[config.mk]
export PLATFORM = sky130hd
export DESIGN_NAME = jet_front
export DESIGN_NICKNAME = d
export VERILOG_FILES = /design/src/rtl/core/jet_pkg.sv /design/src/rtl/core/jet_front.sv
export SDC_FILE = /design/constraint.sdc
export NUM_CORES = 2
export LEC_CHECK = 0
export ABC_CLOCK_PERIOD_IN_PS = 10000
export BUFFER_PORTS_ARGS = -buffer_cell sky130_fd_sc_hd__buf_4
export CAP_MARGIN = 20
export CELL_PAD_IN_SITES_DETAIL_PLACEMENT = 1
export CELL_PAD_IN_SITES_GLOBAL_PLACEMENT = 1
export CORE_ASPECT_RATIO = 1.2
export CORE_MARGIN = 2
export CORE_UTILIZATION = 45
export DETAILED_ROUTE_END_ITERATION = 10
export PLACE_DENSITY = 0.85
export SLEW_MARGIN = 20
export SYNTH_ARGS = -nofsm -noshare
export SYNTH_HDL_FRONTEND = slang
export SYNTH_SLANG_ARGS = --single-unit
[constraint.sdc]
create_clock -name i_clk -period 10 [get_ports i_clk]
set_input_delay 0.5 -clock i_clk [delete_from_list [all_inputs] [get_ports i_clk]]
set_output_delay 0.5 -clock i_clk [all_outputs]
set_load 0.01 [all_outputs]
[src/rtl/core/jet_pkg.sv]
// Shared types, constants and helper functions of the Julia escape-time pixel colorer.
package jet_pkg;

    localparam int ZW        = 32;
    localparam int CFG_DW    = 32;
    localparam int CFG_AW    = 3;
    localparam int ITER_W    = 9;
    localparam int BAND_W    = 3;

    localparam logic [ITER_W-1:0] LIMIT_CAP = 9'd299;
    localparam logic [BAND_W-1:0] BAND_MAX  = 3'd5;

    localparam logic [CFG_AW-1:0] REG_HALF_WIDTH  = 3'd0;
    localparam logic [CFG_AW-1:0] REG_HALF_HEIGHT = 3'd1;
    localparam logic [CFG_AW-1:0] REG_STEP_RE     = 3'd2;
    localparam logic [CFG_AW-1:0] REG_STEP_IM     = 3'd3;
    localparam logic [CFG_AW-1:0] REG_CONST_RE    = 3'd4;
    localparam logic [CFG_AW-1:0] REG_CONST_IM    = 3'd5;
    localparam logic [CFG_AW-1:0] REG_ITER_LIMIT  = 3'd6;

    typedef struct packed {
        logic [15:0] pixel_col;
        logic [15:0] pixel_row;
    } t_pixel;

    typedef struct packed {
        logic [7:0]        red;
        logic [7:0]        green;
        logic [7:0]        blue;
        logic [ITER_W-1:0] iter_count;
        logic              escaped;
    } t_color;

    typedef struct packed {
        logic [14:0]        half_width;
        logic [14:0]        half_height;
        logic [30:0]        step_re;
        logic [30:0]        step_im;
        logic signed [31:0] const_re;
        logic signed [31:0] const_im;
        logic [ITER_W-1:0]  iter_limit;
    } t_cfg;

    typedef struct packed {
        logic signed [ZW-1:0] zr;
        logic signed [ZW-1:0] zi;
    } t_job;

    function automatic logic signed [ZW-1:0] sat32(input logic signed [63:0] v);
        logic signed [63:0] hi;
        logic signed [63:0] lo;
        hi = 64'sh0000_0000_7FFF_FFFF;
        lo = -64'sh0000_0000_8000_0000;
        if (v > hi) begin
            sat32 = 32'sh7FFF_FFFF;
        end else if (v < lo) begin
            sat32 = 32'sh8000_0000;
        end else begin
            sat32 = v[ZW-1:0];
        end
    endfunction

    function automatic logic [23:0] band_color(input logic [BAND_W-1:0] band);
        case (band)
            3'd0:    band_color = {8'd50, 8'd0, 8'd0};
            3'd1:    band_color = {8'd255, 8'd0, 8'd0};
            3'd2:    band_color = {8'd0, 8'd255, 8'd0};
            3'd3:    band_color = {8'd0, 8'd0, 8'd255};
            3'd4:    band_color = {8'd100, 8'd70, 8'd0};
            3'd5:    band_color = {8'd40, 8'd150, 8'd0};
            default: band_color = {8'd50, 8'd0, 8'd0};
        endcase
    endfunction

endpackage

[src/rtl/core/jet_front.sv]
// Front end: accepts pixel coordinates and maps them to saturated complex start values.
module jet_front #(
    parameter int COORD_BITS = 16
) (
    input  logic            i_clk,
    input  logic            i_rst_n,
    input  logic            push,
    output logic            full,
    input  jet_pkg::t_pixel i_pixel,
    input  jet_pkg::t_cfg   i_cfg,
    input  logic            i_q_full,
    output logic            o_job_wr,
    output jet_pkg::t_job   o_job
);
    import jet_pkg::*;

    logic               r_valid;
    logic signed [48:0] r_prod_re;
    logic signed [48:0] r_prod_im;
    logic [15:0]        col;
    logic [15:0]        row;
    logic signed [16:0] diff_re;
    logic signed [16:0] diff_im;
    logic               accept;

    always_comb begin
        col = 16'(i_pixel.pixel_col[COORD_BITS-1:0]);
        row = 16'(i_pixel.pixel_row[COORD_BITS-1:0]);
        diff_re = $signed({2'b00, i_cfg.half_width}) - $signed({1'b0, col});
        diff_im = $signed({2'b00, i_cfg.half_height}) - $signed({1'b0, row});
    end

    assign full     = r_valid && i_q_full;
    assign accept   = push && !full;
    assign o_job_wr = r_valid && !i_q_full;
    assign o_job.zr = sat32(64'(r_prod_re));
    assign o_job.zi = sat32(64'(r_prod_im));

    always_ff @(posedge i_clk) begin
        if (!i_rst_n) begin
            r_valid <= 1'b0;
        end else if (accept) begin
            r_valid <= 1'b1;
        end else if (o_job_wr) begin
            r_valid <= 1'b0;
        end
    end

    always_ff @(posedge i_clk) begin
        if (accept) begin
            r_prod_re <= $signed({1'b0, i_cfg.step_re}) * diff_re;
            r_prod_im <= $signed({1'b0, i_cfg.step_im}) * diff_im;
        end
    end

endmodule

## After elaboration in Yosys (flattened, before gate mapping)

Cells that the tools add are included.

- Bits in registers: 99
- Bits of input ports: 201
- Output and inout port bits: 66

- Add/subtract/negate cells: 2
- Multipliers: 2
- $lt $le $gt $ge: 4
- Mux-type cells: 6
- Reductions and logical operators: 6

Operators with widths:

| cell | number |
|---|---|
| $mux 32 | 4 |
| $gt 49x32->1 const B | 2 |
| $lt 49x32->1 const B | 2 |
| $mul 32x17->49 | 2 |
| $sub 15x16->17 | 2 |
| $logic_and 1x1->1 | 3 |
| $logic_not 1->1 | 2 |
| $mux 1 | 2 |
| $reduce_bool 2->1 | 1 |

## Depth between registers and ports, before layout

- Word-level depth: 4
- Depth in mapped cells: 36

## Least setup slack after synthesis

No wires, ideal clock.

- Kind: in2reg
- Start: input i_pixel[18] (netlist bit)
- End: register r_prod_re[46] (data pin)
- Library setup time: 263 ps
- Arrival: 7827 ps
- Path slack: 1910 ps
- Cell stages on the path: 32
- Buffers on the path: 2
- Path through: inv_1 -> ha_1 -> nor2b_1 -> o21ai_0 -> a21boi_1 -> o21a_1 -> or2_2 -> a21o_1 -> a21oi_1 -> xnor2_1 -> clkbuf_1 -> nand2_1 -> fa_1 -> inv_1 -> fa_1 -> fa_1 -> fa_1 -> fa_1 -> inv_1 -> fa_1 -> inv_1 -> ha_1 -> buf_2 -> nand2_2 -> or3_1 -> a2111oi_2 -> o211a_1 -> o21ai_1 -> a22o_1 -> o21bai_2 -> a311oi_1 -> xnor2_1

- Longest elaborated chain between the ends: 2

RTL lines:

| what | RTL line | text |
|---|---|---|
| start, declared | jet_front.sv:9 | `input jet_pkg::t_pixel i_pixel,` |
| $sub 15x16->17 | jet_front.sv:29 | `diff_re = $signed({2'b00, i_cfg.half_width}) - $signed({1'b0, col});` |
| $mul 32x17->49 | jet_front.sv:51 | `r_prod_re <= $signed({1'b0, i_cfg.step_re}) * diff_re;` |
| end signal, assigned | jet_front.sv:51 |  |
| end, declared | jet_front.sv:18 | `logic signed [48:0] r_prod_re;` |

Every way passes these cells.
A chain may end at the register's enable or synchronous reset.

## Worst setup path in the final report

- Start: input i_pixel[16] (netlist bit)
- End: register r_prod_re[46] (data pin)

Same word-level chain as after synthesis.

==> qor.yml <==
global_route:
  grt_usage: 0.279
  grt.overflow.total: 0
  antenna_found_initial: 1
  grt_pass1_wl_um: 196000
  grt_max_degree: 60
  grt_pass1_vias: 37000
floorplanning:
  rows: 119
  die_x_um: 275
  dieArea_mm2: 0.0903
  ios: 267
  core-area_mm2: 0.0874
  fp.dieH_um: 329
  initial_utilization: 0.453
timing:
  finalHoldViolCount: 0
  clock_skew_ns: 0.0132
  finalCritPeriodShare: 0.923
  slew_headroom: 0.298
  fmax_mhz: 108
  worst_pin_slew_ns: 1.05
  grt_setup_unrepaired: "no"
  fin_crit_ns: 9.23
  tns_ns: 0
  setup_viol: 0
  slew_violations: 0
detailed_routing:
  wl_per_cell_um: 21.3
  firstDrtPassIters: 5
  drtAntennaViolNets: 0
  drtIter0Drc: 1712
  totalWireLength_um: 122000
  route.vias.total: 31200
  viasPerCell: 5.46
  drcViolationCount: 0
setup_path:
  worstPathMaxFanout: 15
  slowest_stage: "xnor2_2"
  cp-end-kind: "flip-flop"
  slowest_delay_ns: 0.81
  path_class: "in2reg"
  cp.required_ns: 10.10
  cp-start-kind: "input port"
  r2r_slack_ns: 7.81
  cpMostUsedCell: "fa_1"
  arrival_ns: 9.34
logic_synthesis:
  netlist_area_mm2: 0.0396
  ys_seq_area_frac: 0.0749
  synth_edf_count: 98
  yosys_register_bits: 99
  syn_avg_cell_area_um2: 8.79
  ys_types: 75
  async_flop_share: 0
  syn-num-nets: 5919
  netlist_instances: 4504
  yosysWarnings: 0
  ys.flop_type: "edfxtp_1"
hold_path:
  hold_path_class: "in2reg"
status:
  status: "complete, no violations"
placed_design:
  io_buffers: 193
  routabilityCongestion: 0.898
  hpwlAfterDp_um: 101000
  dp.cells: 5698
final_layout:
  drive_above_1_share: 0.0751
  nets: 5976
  syn_to_final_growth_pct: 7.98
  fin_cells: 5715
  diodes: 0
clock_tree:
  post-cts-setup-buffer-count: 0
  cts_buffers: 9
  clockBufferDepth: 2
  clock_latency_ns: 0.37
  cts.repair.resized: 0
  cts.sinks: 99
  cts_htree_levels: 3
  root_buffer: "clkbuf_16"
  clkTransAtPathRegs_ns: 0.08
  postCtsHoldBufs: 0
  cts_tree: "built"
flow_run:
  maxCapViolations: 0
logic make-up after synthesis:
kind of cell,after synthesis,share of synthesized area
adders and majority gates,1214,0.549
xor gates and xnor gates,111,0.0246
and+or+nand+nor,1434,0.166
buffers and inverters,1281,0.122
muxes,1,0.000253
AOI/OAI and AO/OA,364,0.0632
DFF,99,0.0749
cell usage after synthesis, drive strengths merged (5+ instances only):
cell | number | share of area
o21a | 19 | 0.0036
edfxtp | 98 | 0.074
nand4 | 21 | 0.0033
nor3 | 17 | 0.0021
nor2b | 129 | 0.020
and3 | 7 | 0.0011
clkbuf | 198 | 0.019
or2 | 23 | 0.0036
a21boi | 29 | 0.0055
o31ai | 6 | 0.0011
or3 | 8 | 0.0013
xor2 | 44 | 0.0097
o211ai | 9 | 0.0018
nand2 | 692 | 0.066
nand3 | 24 | 0.0030
fa | 870 | 0.44
o21bai | 19 | 0.0037
o21ai | 58 | 0.0074
a21o | 50 | 0.0095
nor2 | 248 | 0.024
a21bo | 6 | 0.0015
a31o | 5 | 0.0011
inv | 1076 | 0.10
a31oi | 13 | 0.0024
nor4 | 14 | 0.0022
nand2b | 8 | 0.0013
buf | 7 | 0.0010
a21oi | 102 | 0.013
a211oi | 8 | 0.0016
xnor2 | 67 | 0.015
ha | 344 | 0.11
and2 | 237 | 0.037
area by class of cell:
cell class | count | area [um2]
clock buffers | 9 | 225
clock inverters | 7 | 91.3
fillers | 10300 | 44700
inverters | 1076 | 4040
multi-input cells | 3124 | 32100
flip-flops and latches | 99 | 2960
well taps | 1149 | 1440
repair buffers | 251 | 1920
state kept, by name (all words and copies together), names as in the netlist:
register / count
r_prod_im: 49
r_prod_re: 49
r_valid: 1
per-stage QoR:
stage	setup WS, ns	utilization	hold WS (ns)	instance area (um2)
final	0.765	0.489	0.327	42700
after detailed placement	0.472	0.485	0.678	42400
after floorplan	1.91	-	0.618	39600
after global placement	0.595	0.485	0.643	42400
after CTS	0.734	0.489	0.310	42700
after global routing	0.331	0.489	0.319	42700
layer usage:
metal  GRT usage  routed length [um]  vias to the layer above
li1            -                   -                    13400
met1       0.315               44700                    16300
met2       0.521               64600                     1117
met3      0.0368                6840                      399
met4       0.119                5700                        2
met5           0                   7                        -
placed cells by master (no fill, tap or decap), types with 8 or more instances in the layout:
| master | instances |
|---|---|
| a21boi_0 | 26 |
| a21o_1 | 49 |
| a21oi_1 | 99 |
| a31oi_1 | 12 |
| and2_1 | 237 |
| buf_4 | 249 |
| clkbuf_16 | 9 |
| edfxtp_1 | 98 |
| fa_1 | 870 |
| ha_1 | 344 |
| inv_1 | 1076 |
| nand2_1 | 691 |
| nand2b_1 | 8 |
| nand3_1 | 24 |
| nand4_1 | 21 |
| nor2_1 | 242 |
| nor2b_1 | 128 |
| nor3_1 | 17 |
| nor4_1 | 14 |
| o211ai_1 | 8 |
| o21a_1 | 18 |
| o21ai_0 | 45 |
| o21ai_1 | 11 |
| o21bai_1 | 18 |
| or2_2 | 18 |
| or3_1 | 8 |
| xnor2_1 | 54 |
| xnor2_2 | 11 |
| xor2_1 | 35 |
| xor2_2 | 9 |
worst max-delay path, delay by kind of cell:
family | cells | cell delay (ns)
fa+ha+maj | 9 | 4.24
simple gates | 5 | 1.14
xor+xnor | 2 | 0.96
compound gates | 11 | 2.21
buf+inv | 4 | 0.27
path summary, 6_finish.rpt:
kind	start	end	depth (start not counted)
worst min-delay path	i_rst_n	r_valid	2
worst max-delay path	i_pixel[16]	r_prod_re[46]	31
worst max register to register	r_valid	r_prod_im[43]	4
worst min register to register	r_valid	r_valid	2
Power is left out: the tool's default activity adds up to more than one toggle a clock period on the data nets, which glitch-free logic cannot reach.
