==> src/rtl/core/jet_pkg.sv <==
// Shared types, constants and helper functions of the Julia escape-time pixel colorer.
package jet_pkg;

    localparam int ZW        = 32;
    localparam int CFG_DW    = 32;
    localparam int CFG_AW    = 3;
    localparam int ITER_W    = 9;
    localparam int BAND_W    = 3;

    localparam logic [ITER_W-1:0] LIMIT_CAP = 9'd299;
    localparam logic [BAND_W-1:0] BAND_MAX  = 3'd5;

    localparam logic [CFG_AW-1:0] REG_HALF_WIDTH  = 3'd0;
    localparam logic [CFG_AW-1:0] REG_HALF_HEIGHT = 3'd1;
    localparam logic [CFG_AW-1:0] REG_STEP_RE     = 3'd2;
    localparam logic [CFG_AW-1:0] REG_STEP_IM     = 3'd3;
    localparam logic [CFG_AW-1:0] REG_CONST_RE    = 3'd4;
    localparam logic [CFG_AW-1:0] REG_CONST_IM    = 3'd5;
    localparam logic [CFG_AW-1:0] REG_ITER_LIMIT  = 3'd6;

    typedef struct packed {
        logic [15:0] pixel_col;
        logic [15:0] pixel_row;
    } t_pixel;

    typedef struct packed {
        logic [7:0]        red;
        logic [7:0]        green;
        logic [7:0]        blue;
        logic [ITER_W-1:0] iter_count;
        logic              escaped;
    } t_color;

    typedef struct packed {
        logic [14:0]        half_width;
        logic [14:0]        half_height;
        logic [30:0]        step_re;
        logic [30:0]        step_im;
        logic signed [31:0] const_re;
        logic signed [31:0] const_im;
        logic [ITER_W-1:0]  iter_limit;
    } t_cfg;

    typedef struct packed {
        logic signed [ZW-1:0] zr;
        logic signed [ZW-1:0] zi;
    } t_job;

    function automatic logic signed [ZW-1:0] sat32(input logic signed [63:0] v);
        logic signed [63:0] hi;
        logic signed [63:0] lo;
        hi = 64'sh0000_0000_7FFF_FFFF;
        lo = -64'sh0000_0000_8000_0000;
        if (v > hi) begin
            sat32 = 32'sh7FFF_FFFF;
        end else if (v < lo) begin
            sat32 = 32'sh8000_0000;
        end else begin
            sat32 = v[ZW-1:0];
        end
    endfunction

    function automatic logic [23:0] band_color(input logic [BAND_W-1:0] band);
        case (band)
            3'd0:    band_color = {8'd50, 8'd0, 8'd0};
            3'd1:    band_color = {8'd255, 8'd0, 8'd0};
            3'd2:    band_color = {8'd0, 8'd255, 8'd0};
            3'd3:    band_color = {8'd0, 8'd0, 8'd255};
            3'd4:    band_color = {8'd100, 8'd70, 8'd0};
            3'd5:    band_color = {8'd40, 8'd150, 8'd0};
            default: band_color = {8'd50, 8'd0, 8'd0};
        endcase
    endfunction

endpackage

==> src/rtl/core/jet_fifo.sv <==
// Two-entry queue of start values between the front end and the iteration engine.
module jet_fifo (
    input  logic          i_clk,
    input  logic          i_rst_n,
    input  logic          i_wr,
    input  jet_pkg::t_job i_wr_data,
    output logic          o_full,
    input  logic          i_rd,
    output jet_pkg::t_job o_rd_data,
    output logic          o_empty
);
    import jet_pkg::*;

    t_job       r_mem [2];
    logic       r_wr_ptr;
    logic       r_rd_ptr;
    logic [1:0] r_count;
    logic       do_wr;
    logic       do_rd;

    assign o_full    = (r_count == 2'd2);
    assign o_empty   = (r_count == 2'd0);
    assign o_rd_data = r_mem[r_rd_ptr];
    assign do_wr     = i_wr && !o_full;
    assign do_rd     = i_rd && !o_empty;

    always_ff @(posedge i_clk) begin
        if (!i_rst_n) begin
            r_wr_ptr <= 1'b0;
            r_rd_ptr <= 1'b0;
            r_count  <= 2'd0;
        end else begin
            if (do_wr) begin
                r_wr_ptr <= ~r_wr_ptr;
            end
            if (do_rd) begin
                r_rd_ptr <= ~r_rd_ptr;
            end
            if (do_wr && !do_rd) begin
                r_count <= r_count + 2'd1;
            end else if (do_rd && !do_wr) begin
                r_count <= r_count - 2'd1;
            end
        end
    end

    always_ff @(posedge i_clk) begin
        if (do_wr) begin
            r_mem[r_wr_ptr] <= i_wr_data;
        end
    end

endmodule

==> config.mk <==
export PLATFORM = sky130hd
export DESIGN_NAME = jet_fifo
export DESIGN_NICKNAME = d
export VERILOG_FILES = /design/src/rtl/core/jet_pkg.sv /design/src/rtl/core/jet_fifo.sv
export SDC_FILE = /design/constraint.sdc
export NUM_CORES = 1
export LEC_CHECK = 0
export ABC_AREA = 1
export BUFFER_PORTS_ARGS = -buffer_cell sky130_fd_sc_hd__buf_4
export CORE_MARGIN = 2
export CORE_UTILIZATION = 28
export CTS_BUF_LIST = sky130_fd_sc_hd__clkbuf_16
export CTS_CLUSTER_SIZE = 28
export DETAILED_ROUTE_END_ITERATION = 7
export MAX_ROUTING_LAYER = met4
export PLACE_DENSITY_LB_ADDON = 0.1
export RECOVER_POWER = 50
export SYNTH_ARGS = -nofsm -noshare
export SYNTH_HDL_FRONTEND = slang
export SYNTH_SLANG_ARGS = --single-unit
==> constraint.sdc <==
create_clock -name i_clk -period 4.4 [get_ports i_clk]
set_input_delay 0.66 -clock i_clk [delete_from_list [all_inputs] [get_ports i_clk]]
set_output_delay 0.66 -clock i_clk [all_outputs]
set_load 0.005 [all_outputs]
# [After elaboration in Yosys (flattened, before gate mapping)]
# Memories as Yosys holds them, arrays and structs flattened. A register that Yosys moved wholly into a read port is not among the register bits.
# Index checks and enable logic that the tools add are counted.
[word_totals] mem_bits_rw=128 input_bits=68 memories=1 ff_bits=4
[op_classes] n_bitwise=2 mux=6 add_sub_neg=2 n_eq_ne=1 reduce_logical=10
[memory_table] name="r_mem" depth=2 word_bits=64 read_ports=1 rd_clocked_by_memory_dff=1 write_ports=1 line="jet_fifo.sv:14" rtl="t_job r_mem [2];"
[ops] operator="1-bit logical AND" n=4
[ops] operator="1-bit zero test" n=4
[ops] operator="1-bit 2-to-1 mux" n=4
[ops] operator="2-bit 2-to-1 mux" n=2
[ops] operator="2-bit by 1-bit adder with 2-bit output, second input constant" n=1
[ops] operator="2-bit equality test, second input constant" n=1
[ops] operator="2-bit zero test" n=1
[ops] operator="1-bit inverter" n=2
[ops] operator="2-bit nonzero test" n=1
[ops] operator="2-bit by 1-bit subtractor with 2-bit output, second input constant" n=1

# [Longest topological paths before layout]
# Gate-level depths: netlist of the first run.
[logic_depth] depth_word=7 depth_mapped=10 depth_no_buf=10

# [Worst setup path after synthesis of the first run]
# Ideal clock, no wire load.
[synth_path] path_kind="input port to flip-flop" from="input port i_wr" to="memory r_mem[0][0] (netlist bit) (enable)" path_slack_ps=511 stages=2 n_path_buf=0 t_arrival_ps=3403 required_ps=3914 cell_sequence="o21ai_2 -> nor2_1"
[synth_via] elab_chain_cells=3
[synth_lines] item="from (decl)" line="jet_fifo.sv:5" rtl="input logic i_wr,"
[synth_lines] item="1-bit logical AND" line="jet_fifo.sv:24" rtl="assign do_wr = i_wr && !o_full;"
[synth_lines] item="1-bit 2-to-1 mux" line="jet_fifo.sv:48" rtl="if (do_wr) begin"
[synth_lines] item="1-bit 2-to-1 mux (implied by the code)" line="jet_fifo.sv:49" rtl="r_mem[r_wr_ptr] <= i_wr_data;"
[synth_lines] item="to (decl)" line="jet_fifo.sv:14"
# Every way passes these cells.

# [Worst setup path in the final report of the first run]
[layout_path] from="register r_count[0]" to="memory r_mem[1][32] (netlist bit) (enable)"
[layout_via] elab_chain_cells=5
[layout_lines] item="from (decl)" line="jet_fifo.sv:17" rtl="logic [1:0] r_count;"
[layout_lines] item="from (signal assigned)" line="jet_fifo.sv:40" rtl="r_count <= r_count + 2'd1;"
[layout_lines] item="from (signal assigned)" line="jet_fifo.sv:42" rtl="r_count <= r_count - 2'd1;"
[layout_lines] item="2-bit equality test" line="jet_fifo.sv:21" rtl="assign o_full = (r_count == 2'd2);"
[layout_lines] item="1-bit zero test" line="jet_fifo.sv:24"
[layout_lines] item="1-bit logical AND" line="jet_fifo.sv:24"
[layout_lines] item="1-bit 2-to-1 mux" line="jet_fifo.sv:48"
[layout_lines] item="1-bit 2-to-1 mux (implied by the code)" line="jet_fifo.sv:49"
# Every way passes these cells.

==> run summary, run 1 <==
The flow ran to the end, but the final reports show violations. The final reports fail on max-capacitance violations, max-slew violations. After floorplanning, the core was sized to cover 18020 µm². In the routed layout, each cell is associated on average with a via count of 4.097.

TritonCTS built the clock tree. The die covers 19550 µm². The repair_antennas step left the layout with diodes totalling 0.

In this run the worst path has a maximum fanout of 39. The number of setup buffers added after CTS was 0. The average footprint of a synthesized cell was 21.80 µm²; the number of synthesized register bits was 133.

In this run, the number of DRC markers left after iteration 0 of detailed routing was 120. The hold-fix buffer count after cts is 0, and the final wirelength is 9567 µm. The longest clock path from root to sink contains 2 buffers. The first detailed-routing pass ran for 4 iterations. At the placement stage, the worst setup path has a slack of 1952 ps.

The number of buffers added by the clock tree synthesis step was 17. Setup repair after global routing left no endpoint under its margin. Clock skew on the completed layout was measured at 4.977 ps. The areal power density over the cells is 555.4 nW/µm², and the remaining number of nets flagged by the antenna check after routing is 0. Data on the critical path arrives at its endpoint at 3200 ps.

The critical path goes through o21ai_0 > nor2_1 > buf_12. Via count of the first global-routing pass: 2835. For this run the aggregate overflow at the end of global routing stands at 0. Of the available clock period, the critical path in the final layout requires 70.81%. For the initial antenna violation count, the log shows 0.

Of the synthesized area, sequential elements account for 76.34%. The type of element capturing the critical path was a register. The critical path class is register to register. Static timing analysis puts the maximum clock frequency at 321.0 MHz. The run gives 44 as the largest net degree at the start of global routing.

The count of different cell masters after synthesis was 15; the slew at the pin closest to its max-slew limit was 2459 ps. For the worst-skew pair, the clock arrives at the later sink with an insertion delay of 410 ps. In the global route stage, met2 resource usage came out at 16.30%. The final layout contains 455 nets. The max-slew violation total from the final report was 48; the end-of-flow core utilization was 37.78%. Detailed routing inserted a total of 2573 vias.

For the met3 track demand over resource, the log shows 3.992%. STA classifies the critical path startpoint as a register. The end of the critical path is r_mem[1][32]$_DFFE_PP_. The run gives 5166 µm² as the synthesized cell area. Largest voltage drop on the vdd net: 0.0002638 V. After synthesis, the largest area contributor takes up 74.40% of total cell area. The congestion estimate from routability-driven global placement came to 0.6773. Counting every sink on the clock net gives 133. Data on the critical path is required at its endpoint by 4490 ps. The tools report the post-route worst setup slack as 1284 ps. The logs give 0 for the final routed DRC violation total and -64.54% for the worst-case headroom to the max-slew limit.

The startpoint identified for the worst register-to-register timing path is r_count[0]$_SDFFE_PN0P_. In this design, the stage delay of the slowest critical-path cell is 1840 ps. Counting cells, the worst reg-to-reg path comes to 3.

The HPWL after detailed placement is 6031 µm. The clock root buffer is sky130_fd_sc_hd__clkbuf_16. After detailed placement, the design holds a cell count of 596. By area the synthesized netlist is led by sky130_fd_sc_hd__edfxtp_1, sky130_fd_sc_hd__mux2_4, sky130_fd_sc_hd__buf_12. Register-to-register setup slack: 1280 ps.

In this run the static leakage power is 2.613 nW. The global routing stage identified its most utilized layer as met2. The tools report the overall track demand over capacity in global routing as 10.51%.

The clock tree synthesis step divided the H-tree into 4 levels. Fill cells in the final layout number 1725. After clock tree synthesis, the clock-pin slew on the worst setup and hold paths is 50 ps. The worst hold path belongs to the class primary input to register. Number of warnings issued by yosys: 0.

The floorplan die width was 139.8 µm; the routed length per placed instance was 15.23 µm. The count of endpoints failing setup in the final report is 0. Row generation in the floorplan step produced 49 rows. The number of endpoints with negative hold slack in the final report came out at 0.

The run gives 2 as the number of violations of the max-capacitance limit. The post-synthesis to final-layout area growth was 31.80%; the die height was 139.8 µm. The capture instance of the worst register-to-register path was r_mem[1][32]$_DFFE_PP_. Summed over all instances, the cell type with the most area after synthesis is sky130_fd_sc_hd__edfxtp_1.

After layout, the design draws a total of 3.782 mW. The number of nets handed over by synthesis was 306. The post-synthesis instance total is 237, and the count of cells resized by post-cts repair is 0. Global routing consumed, on the met1 layer, 11.93% of the routing resources. The number of primary I/O pins is 134. The number of buffer cells added on primary ports was 133. Critical path launch point: r_count[0]$_SDFFE_PN0P_. The first global-routing pass estimated 14820 µm of wire. The worst path needs 3116 ps of the cycle, external delays included.

For this design, the slowest cell found on the critical path is sky130_fd_sc_hd__nor2_1. The fraction of layout instances using a drive strength above 1 works out to 52.38%. The finished layout holds 628 standard cells, fillers aside. For this configuration, the core starts out at a cell density of 28.66%. In the final timing run, aggregate negative setup slack is 0 ps.
## worst min-delay path by stage
stage	slack (ps)	depth (start not counted)	end	start
finish	450	1	r_mem[1][28]$_DFFE_PP_	i_wr_data[28]
global route	430	1	r_mem[0][57]$_DFFE_PP_	i_wr_data[57]
CTS	410	1	r_mem[0][46]$_DFFE_PP_	i_wr_data[46]
detailed placement	490	2	register	r_rd_ptr$_SDFFE_PN0P_
global placement	480	2	r_rd_ptr$_SDFFE_PN0P_	r_rd_ptr$_SDFFE_PN0P_
floorplan	470	2	register	r_rd_ptr$_SDFFE_PN0P_
## flip-flops by register name, indices dropped and copies added, names as in the netlist, named ones only
register	flops
r_mem	128
r_count	2
r_wr_ptr	1
r_rd_ptr	1
## worst max-delay path: cells and delay by family, from the launching register on
kind            cells  cell delay (ps)
simple gates        1             1840
buf+inv             1              350
flops               1              380
compound gates      1              200
## metrics by stage
step	hold slack (ps)	area [µm²]
after floorplan	466.9	5166
after global placement	482.4	6394
after detailed placement	492.6	6394
after CTS	405.6	6895
after global routing	430.2	6809
final	452.5	6809
## final cells by class
class | count | area (µm²) | share of cell area (%)
clock buffers | 17 | 425.4 | 6.248
clock inverters | 15 | 76.32 | 1.121
inverters | 9 | 33.78 | 0.4961
multi-input cells | 88 | 1054 | 15.47
flip-flops and latches | 133 | 3948 | 57.98
well taps | 229 | 286.5 | 4.208
repair buffers | 137 | 985.9 | 14.48
## cells in the mapped netlist
library cell,count
sky130_fd_sc_hd__nand3_1,1
sky130_fd_sc_hd__o21ai_0,2
sky130_fd_sc_hd__buf_12,6
sky130_fd_sc_hd__a21oi_1,1
sky130_fd_sc_hd__nor2_1,11
sky130_fd_sc_hd__buf_6,1
sky130_fd_sc_hd__edfxtp_1,128
sky130_fd_sc_hd__mux2_4,60
sky130_fd_sc_hd__nand2_1,6
sky130_fd_sc_hd__nand4_1,1
sky130_fd_sc_hd__o21ai_2,1
sky130_fd_sc_hd__ha_1,1
sky130_fd_sc_hd__mux2_2,4
sky130_fd_sc_hd__dfxtp_1,5
sky130_fd_sc_hd__inv_1,9
## where the power goes
group,total (mW),leakage (nW),internal (mW),switching [mW]
Sequential,1.69,1.24,1.61,0.0872
Clock,1.19,0.248,0.697,0.494
Combinational,0.896,1.13,0.536,0.360
## kinds of logic (layout without fill, tap and decap cells)
family                     after synthesis  after routing  synth area share [%]
AOI/OAI and AO/OA                        4              4                0.4601
adders and majority gates                1              1                0.2422
buffers and inverters                   16            178                 3.197
DFF                                    133            133                 76.34
muxes                                   64             64                 18.31
and+or+nand+nor                         19             19                 1.453
## placed cells by master (no fill, tap or decap), drive strengths merged, types with 3 or more instances in the layout
master,Yosys,layout
edfxtp,128,128
clkbuf,0,81
buf,7,73
mux2,64,64
inv,9,12
nor2,11,11
clkinv,0,8
nand2,6,6
dfxtp,5,5
clkinvlp,0,4
o21ai,3,3
## per-layer routing
| layer | wire length, µm | up-vias |
|---|---|---|
| met5 | 0 | - |
| met4 | 172 | 0 |
| met3 | 630 | 11 |
| met2 | 4608 | 93 |
| met1 | 4155 | 1249 |
| li1 | - | 1220 |
Note: power is estimated with default switching activity, not from simulation.
==> run 2, diff against run 1 <==
ABC_AREA = 0   (was 1)
clock period = 2.8 ns   (was 4.4 ns; I/O delays follow)
==> run 2 against run 1 <==
Net effect:
- clock-buffer cell count stayed put
- register-to-register slack lost 490 ps
- highest routed layer unchanged
- cell area fell by 2.6%
- critical path type is now register to output port
- setup slack worse by 780 ps
- clock skew increased by 4.4 ps
- largest cell class unchanged
- sequential share of layout area is 1.5 points higher
- cell count decreased by 2.9%
- the run now ends clean
- flip-flop and latch count stayed put
- critical path depth unchanged
==> run summary, run 2 <==
The fraction of layout instances using a drive strength above 1 was 55.06% (was 52.38%). The max-slew violation total from the final report came out at 0 (was 48). The routed length per placed instance is 15.42 µm (was 15.23 µm), and the largest voltage drop on the vdd net is 0.0004074 V (was 0.0002638 V). Post-synthesis to final-layout area growth: 36.17% (was 31.80%). The run gives 0 (unchanged) as the initial antenna violation count.

The count of different cell masters after synthesis is 21 (was 15), and the post-route clock period utilization is 82.15%. The count of placed standard cells in the final layout, fillers left out was 610 (was 628); the sequential element share of the synthesized area was 80.97% (was 76.34%). The number of endpoints with negative hold slack in the final report is 0 (unchanged), and the number of H-tree levels is 4 (unchanged). For the data required time at the worst endpoint, the log shows 2380 ps (was 4490 ps). The uppermost metal layer occupied by signal nets was met4 (unchanged). The clock sink count is 133 (unchanged), and the remaining global-route overflow is 0 (unchanged).

The number of warnings issued by yosys was 0 (unchanged). The maximum net fanout on the critical path was 35 (was 39). The type of element capturing the critical path is an output port (was a register). TritonCTS built the clock tree. The post-synthesis instance total came out at 224 (was 237). The post-route worst setup slack is 499.8 ps (was 1284 ps). Slew at the pin closest to its max-slew limit: 824.1 ps (was 2459 ps). The areal power density over the cells came out at 913.3 nW/µm² (was 555.4 nW/µm²). The leakage power of the design was 2.407 nW (was 2.613 nW).

The tools report the number of primary I/O pins as 134 (unchanged). The final total power is 6.057 mW (was 3.782 mW), and the number of setup buffers added after CTS is 0 (unchanged). The run gives 0 (unchanged) as the count of cells resized by post-cts repair. Number of buffer cells added on primary ports: 133 (unchanged). The final routed DRC violation total was 0 (unchanged); the remaining number of nets flagged by the antenna check after routing was 0 (unchanged).

Cell with the most instances after synthesis: sky130_fd_sc_hd__edfxtp_1 (unchanged). The worst-case headroom to the max-slew limit was 45.06% (was -64.54%); the clock insertion delay at the later pin of the skew report was 410 ps (about the same). The top cell type by total area after synthesis was sky130_fd_sc_hd__edfxtp_1 (unchanged). The run gives 17180 µm² (was 18020 µm²) as the area inside the core boundary. Final wirelength: 9407 µm (was 9567 µm). Number of vias in the routed layout: 2522 (was 2573). The critical path class is register to output port (was register to register).

Worst min-delay path startpoint: i_wr_data[8] (was i_wr_data[28]). The share of the synthesized area in the top cell type is 78.91% (was 74.40%). The tools report the area enclosed by the die boundary as 18470 µm² (was 19550 µm²). The cell total after placement is 578 (was 596), and the number of cell rows is 48 (was 49). Cells taking the most area after synthesis: sky130_fd_sc_hd__edfxtp_1, sky130_fd_sc_hd__mux2_2, sky130_fd_sc_hd__dfxtp_1 (was sky130_fd_sc_hd__edfxtp_1, sky130_fd_sc_hd__mux2_4, sky130_fd_sc_hd__buf_12).

The clock-pin slew on the worst setup and hold paths was 60 ps (was 50 ps); the clock tree buffer depth was 2 (unchanged). The number of antenna cells inserted is 0 (unchanged), and the number of flip-flops in the largest register is 128 (unchanged). Derived from the worst setup path, the maximum achievable clock frequency is 434.7 MHz.

The overall track demand over capacity in global routing was 10.96% (was 10.51%); the number of synthesized register bits was 133 (unchanged). The net count after synthesis was 293 (was 306). The sort of element at the start of the critical path is a register (unchanged).

The data arrival at the endpoint of the critical path is 1880 ps (was 3200 ps), and the number of vias per cell after detailed routing is 4.134 (was 4.097). For the total half-perimeter wirelength after legalization and detailed placement, the log shows 5904 µm (was 6031 µm). The commonest non-fill, non-tap cell in the layout was sky130_fd_sc_hd__edfxtp_1 (unchanged).

The routability congestion estimate from global placement is 0.6425 (was 0.6773), and the hold-fix buffer count after cts is 0 (unchanged). Commonest cells after routing, fill and taps aside: sky130_fd_sc_hd__edfxtp_1, sky130_fd_sc_hd__buf_4, sky130_fd_sc_hd__mux2_2 (was sky130_fd_sc_hd__edfxtp_1, sky130_fd_sc_hd__buf_4, sky130_fd_sc_hd__mux2_4). The logs give 92 (was 120) for the initial DRC count and 899.4 ps (was 1952 ps) for the pre-CTS setup slack. The tools report the via count of the first global-routing pass as 2671 (was 2835). The tools report the starting utilization of the core area as 28.36% (was 28.66%). The classification of the worst-slack hold path is primary input to register (unchanged). The worst flop-to-flop path startpoint was r_count[0]$_SDFFE_PN0P_ (unchanged). The sum of met3 wire segment lengths after detailed routing came out at 610 µm (was 630 µm). Largest register by flop count: r_mem (unchanged). The count of flip-flops with a built-in enable after synthesis was 128 (unchanged); the number of buffers added by the clock tree synthesis step was 17 (unchanged).

The run gives 4871 µm² (was 5166 µm²) as the synthesized cell area. The average footprint of a synthesized cell was 21.75 µm² (was 21.80 µm²). The post-route setup TNS was 0 ps (unchanged); the async set-reset flop share out of synthesis was 0% (unchanged). The logs give 65 (was 44) for the largest net degree at the start of global routing and 441 (was 455) for the total number of nets in the final design.

The number of violations of the max-capacitance limit was 0 (was 2). The run gives 13990 µm (was 14820 µm) as the first-pass GRT wire length. The flow ran to the end, and the final reports show no timing, DRC or antenna violations. The tools report the met2 wire length as 4788 µm (was 4608 µm). The number of detailed-route iterations in the first pass was 3 (was 4). Synth cell count leaders: sky130_fd_sc_hd__edfxtp_1, sky130_fd_sc_hd__mux2_2, sky130_fd_sc_hd__buf_6 (was sky130_fd_sc_hd__edfxtp_1, sky130_fd_sc_hd__mux2_4, sky130_fd_sc_hd__nor2_1). The post-layout minimum cycle time works out to 2300 ps. Clock root buffer: sky130_fd_sc_hd__clkbuf_16 (unchanged).

The worst clock skew came out at 9.361 ps (was 4.977 ps). Biggest regs: r_mem: 128 flops, r_count: 2 flops (unchanged). Die height: 135.9 µm (was 139.8 µm).

The number of fill cells came out at 1658 (was 1725). Setup repair after global routing left no endpoint under its margin. The total routed wire length on the met1 layer came out at 3857 µm (was 4155 µm).

The floorplan die width is 135.9 µm (was 139.8 µm). The primary flip-flop cell chosen by synthesis mapping is sky130_fd_sc_hd__edfxtp_1 (unchanged). For the count of endpoints failing setup in the final report, the log shows 0 (unchanged).
## run 2: cell types whose count changed in the layout (fill, tap and decap cells not counted), sizes merged, moves of 2 or more
cell      change
xnor2         +2
inv           -7
nor2          -9
nand2         -6
clkinvlp      -2
a21boi        +2
buf           -2
bufinv        +2
and2          +3
## run 2: cell families (layout without fill, tap and decap cells)
logic type / after synthesis / count (layout) / share of synthesized area [%]
compound gates: 5 / 5 / 0.6678
xor+xnor: 3 / 3 / 0.5395
fa+ha+maj: 1 / 1 / 0.2568
buf+inv: 9 / 170 / 1.644
flops: 133 / 133 / 80.97
mux: 64 / 64 / 14.80
simple gates: 9 / 9 / 1.131
## run 2: metal layers
layer  vias to the layer above  global-route usage, %
met2                        73                  17.62
met3                        11                  4.698
li1                       1184                      -
met4                         0                  5.208
met1                      1254                  11.69
met5                         -                      -
## run 2: metrics by stage
step | hold WS (ps) | utilization [%] | area, µm²
4_1_cts | 164.2 | 39.03 | 6704
6_report | 213.7 | 38.61 | 6633
2_1_floorplan | 483.3 | - | 4877
5_1_grt | 180.3 | 38.61 | 6633
3_3_place_gp | 498.5 | 35.82 | 6153
3_5_place_dp | 543.8 | 35.82 | 6153
## run 2: path summary, 6_finish.rpt
path	end	slack, ps	depth (start not counted)
max	o_rd_data[21]	500	3
min	r_mem[0][8]$_DFFE_PP_	210	1
max reg2reg	r_mem[1][24]$_DFFE_PP_	790	3
min reg2reg	r_count[1]$_SDFFE_PN0P_	560	2
## run 2: power breakdown
part / internal, mW / switching (mW)
clock network: 1.28 / 0.769
registers: 2.51 / 0.126
logic: 0.807 / 0.570
total: 4.59 / 1.46
## run 2: cell type report
| class | count | area, µm² | area share, % |
|---|---|---|---|
| Timing Repair Buffer | 136 | 1002 | 15.11 |
| Sequential cell | 133 | 3948 | 59.52 |
| Inverter | 2 | 7.507 | 0.1132 |
| Multi-Input combinational cell | 82 | 843.3 | 12.71 |
| Tap cell | 225 | 281.5 | 4.244 |
| Clock inverter | 15 | 125.1 | 1.886 |
| Clock buffer | 17 | 425.4 | 6.414 |
## run 2: worst max-delay path: stages (launching register included)
cell and delay (ps):
sky130_fd_sc_hd__dfxtp_4 620, sky130_fd_sc_hd__buf_12 290, sky130_fd_sc_hd__mux2_2 380, sky130_fd_sc_hd__buf_4 140
==> run 3, diff against run 2 <==
clock period = 2.35 ns   (was 2.8 ns; I/O delays follow)
==> run 3 against run 2 <==
Net effect:
- utilization is 0.31 points higher
- cell count is 0.82% higher
- clock power is 14% higher
- flip-flop and latch count stayed put
- combinational power is 22% higher
- clock-buffer cell count stayed put
- total power is 18% higher
- cell area is 0.79% higher
- sequential share of layout area is 0.47 points lower
- critical path depth stayed put
==> run summary, run 3 (synthesis gave the netlist of run 2 again) <==
The run finished with clean final reports. The number of violations of the max-capacitance limit was 0 (unchanged); the final total power was 7.150 mW (was 6.057 mW). The post-synthesis to final-layout area growth was 37.25% (was 36.17%); the final wirelength was 9361 µm (was 9407 µm). The worst clock skew is 4.306 ps (was 9.361 ps). The tools report the capture instance of the worst register-to-register path as r_mem[0][7]$_DFFE_PP_ (was r_mem[1][24]$_DFFE_PP_).

For the final routed DRC violation total, the log shows 0 (unchanged). The number of vias in the routed layout came out at 2551 (was 2522). Commonest cells after routing, fill and taps aside: sky130_fd_sc_hd__edfxtp_1, sky130_fd_sc_hd__buf_4, sky130_fd_sc_hd__mux2_2 (unchanged). The run gives 0 (unchanged) as the remaining global-route overflow. TritonCTS built the clock tree. The placed standard-cell area is 6202 µm² (was 6153 µm²).

The run gives 290 ps (was 790 ps) as the register-to-register setup slack. The classification of the worst-slack hold path was primary input to register (unchanged). The critical path class was register to output port (unchanged).

The number of detailed-route iterations in the first pass was 4 (was 3). The run gives 0.0005800 V (was 0.0004074 V) as the largest voltage drop on the vdd net. The die height was 135.9 µm (unchanged). The hold-fix buffer count after cts was 0 (unchanged). The tools report the clock sink count as 133 (unchanged). The maximum clock rate was 464.3 MHz. Type of element capturing the critical path: an output port (unchanged). For the end-of-flow core utilization, the log shows 38.92% (was 38.61%).

The fraction of layout instances using a drive strength above 1 is 58.46% (was 55.06%), and the number of fill cells is 1640 (was 1658). The number of flip-flops in the largest register is 128 (unchanged), and the number of H-tree levels is 4 (unchanged). Biggest regs: r_mem: 128 flops, r_count: 2 flops (unchanged). The maximum net fanout on the critical path is 24 (was 35). The tools report the leakage power of the design as 2.453 nW (was 2.407 nW). The end of the critical path is o_rd_data[62] (was o_rd_data[21]).

The number of primary I/O pins was 134 (unchanged); the initial DRC count was 94 (was 92). The count of endpoints failing setup in the final report is 0 (unchanged). The clock-pin slew on the worst setup and hold paths is 50 ps (was 60 ps).

The tools report the max-slew violation total from the final report as 0 (unchanged). The logs give 446 (was 441) for the total number of nets in the final design and 2697 (was 2671) for the via count of the first global-routing pass. Routability congestion estimate from global placement: 0.6404 (was 0.6425). The tools report the largest net degree at the start of global routing as 40 (was 65). The largest register by flop count is r_mem (unchanged).

The number of vias per cell after detailed routing works out to 4.148 (was 4.134). Clock root buffer: sky130_fd_sc_hd__clkbuf_16 (unchanged). The number of buffers added by the clock tree synthesis step came out at 17 (unchanged).

Setup repair after global routing left no endpoint under its margin. The run gives 0 (unchanged) as the initial antenna violation count. The worst-case headroom to the max-slew limit came out at 30.58% (was 45.06%). The data arrival at the endpoint of the critical path came out at 1800 ps (was 1880 ps). The worst flop-to-flop path startpoint is r_count[0]$_SDFFE_PN0P_ (unchanged). The number of cell rows was 48 (unchanged); the floorplan die width was 135.9 µm (unchanged). The post-layout minimum cycle time came out at 2154 ps.

For the number of setup buffers added after CTS, the log shows 0 (unchanged). The count of cells resized by post-cts repair is 0 (unchanged). Overall track demand over capacity in global routing: 10.61% (was 10.96%). Number of endpoints with negative hold slack in the final report: 0 (unchanged).

The areal power density over the cells was 1069 nW/µm² (was 913.3 nW/µm²); the data required time at the worst endpoint was 2000 ps (was 2380 ps). The slew at the pin closest to its max-slew limit was 1041 ps (was 824.1 ps); the number of buffer cells added on primary ports was 133 (unchanged). The finished layout cell area was 6685 µm² (was 6633 µm²); the routed length per placed instance was 15.22 µm (was 15.42 µm). Dividing the final minimum period by the clock period gives 91.66%. The sort of element at the start of the critical path was a register (unchanged). The depth of the most critical reg-to-reg path works out to 4 (was 3).

The clock insertion delay at the later pin of the skew report is 410 ps (about the same). The commonest non-fill, non-tap cell in the layout was sky130_fd_sc_hd__edfxtp_1 (unchanged). The run gives 18470 µm² (unchanged) as the area enclosed by the die boundary. The area inside the core boundary came out at 17180 µm² (unchanged). For the remaining number of nets flagged by the antenna check after routing, the log shows 0 (unchanged).

For the first-pass GRT wire length, the log shows 13690 µm (was 13990 µm). Starting utilization of the core area: 28.36% (unchanged). Total half-perimeter wirelength after legalization and detailed placement: 6030 µm (was 5904 µm).

The tools report the number of antenna cells inserted as 0 (unchanged). The clock tree buffer depth was 2 (unchanged).
[run 3: layer usage]
metal | up-vias | track usage (%) | routed length, µm
met5 | - | - | 0
met2 | 95 | 16.47 | 4516
met1 | 1250 | 11.72 | 3904
li1 | 1194 | - | -
met4 | 0 | 5.382 | 184
met3 | 12 | 4.474 | 754
[run 3: cell type report]
type	instances	area (µm²)	area share, %
well taps	225	281.5	4.211
multi-input cells	82	862.1	12.90
clock buffers	17	425.4	6.363
flip-flops and latches	133	3948	59.05
inverters	2	10.01	0.1497
repair buffers	141	1059	15.83
clock inverters	15	100.1	1.497
[run 3: worst min path at each step]
stage | from | depth (start not counted) | slack [ps] | endpoint
after global placement | i_wr_data[32] | 1 | 540 | r_mem[0][32]$_DFFE_PP_
final | i_wr_data[24] | 1 | 150 | r_mem[0][24]$_DFFE_PP_
after floorplan | i_wr_data[0] | 0 | 450 | r_mem[0][0]$_DFFE_PP_
after global routing | i_wr_data[37] | 1 | 130 | r_mem[0][37]$_DFFE_PP_
after CTS | i_wr_data[59] | 1 | 100 | r_mem[1][59]$_DFFE_PP_
after detailed placement | i_wr_data[57] | 1 | 540 | r_mem[1][57]$_DFFE_PP_
[run 3: stage by stage]
step           hold WS (ps)  cells  worst slack, ps  TNS, ps
2_1_floorplan         451.4    224           -191.5   -12350
3_3_place_gp          537.0    583            592.8        0
3_5_place_dp          540.2    583            574.2        0
4_1_cts               103.5    615            125.3        0
5_1_grt               126.9    615            83.35        0
6_report              150.7    615            196.0        0
[run 3: critical path, cell delays in order (launching register included)]
cell and delay, ps:
sky130_fd_sc_hd__dfxtp_4 590, sky130_fd_sc_hd__buf_4 300, sky130_fd_sc_hd__mux2_2 370, sky130_fd_sc_hd__buf_4 140
[run 3: report_power, final]
group	internal (mW)	switching (mW)
registers	2.99	0.147
logic	0.986	0.695
clock network	1.42	0.916
total	5.39	1.76
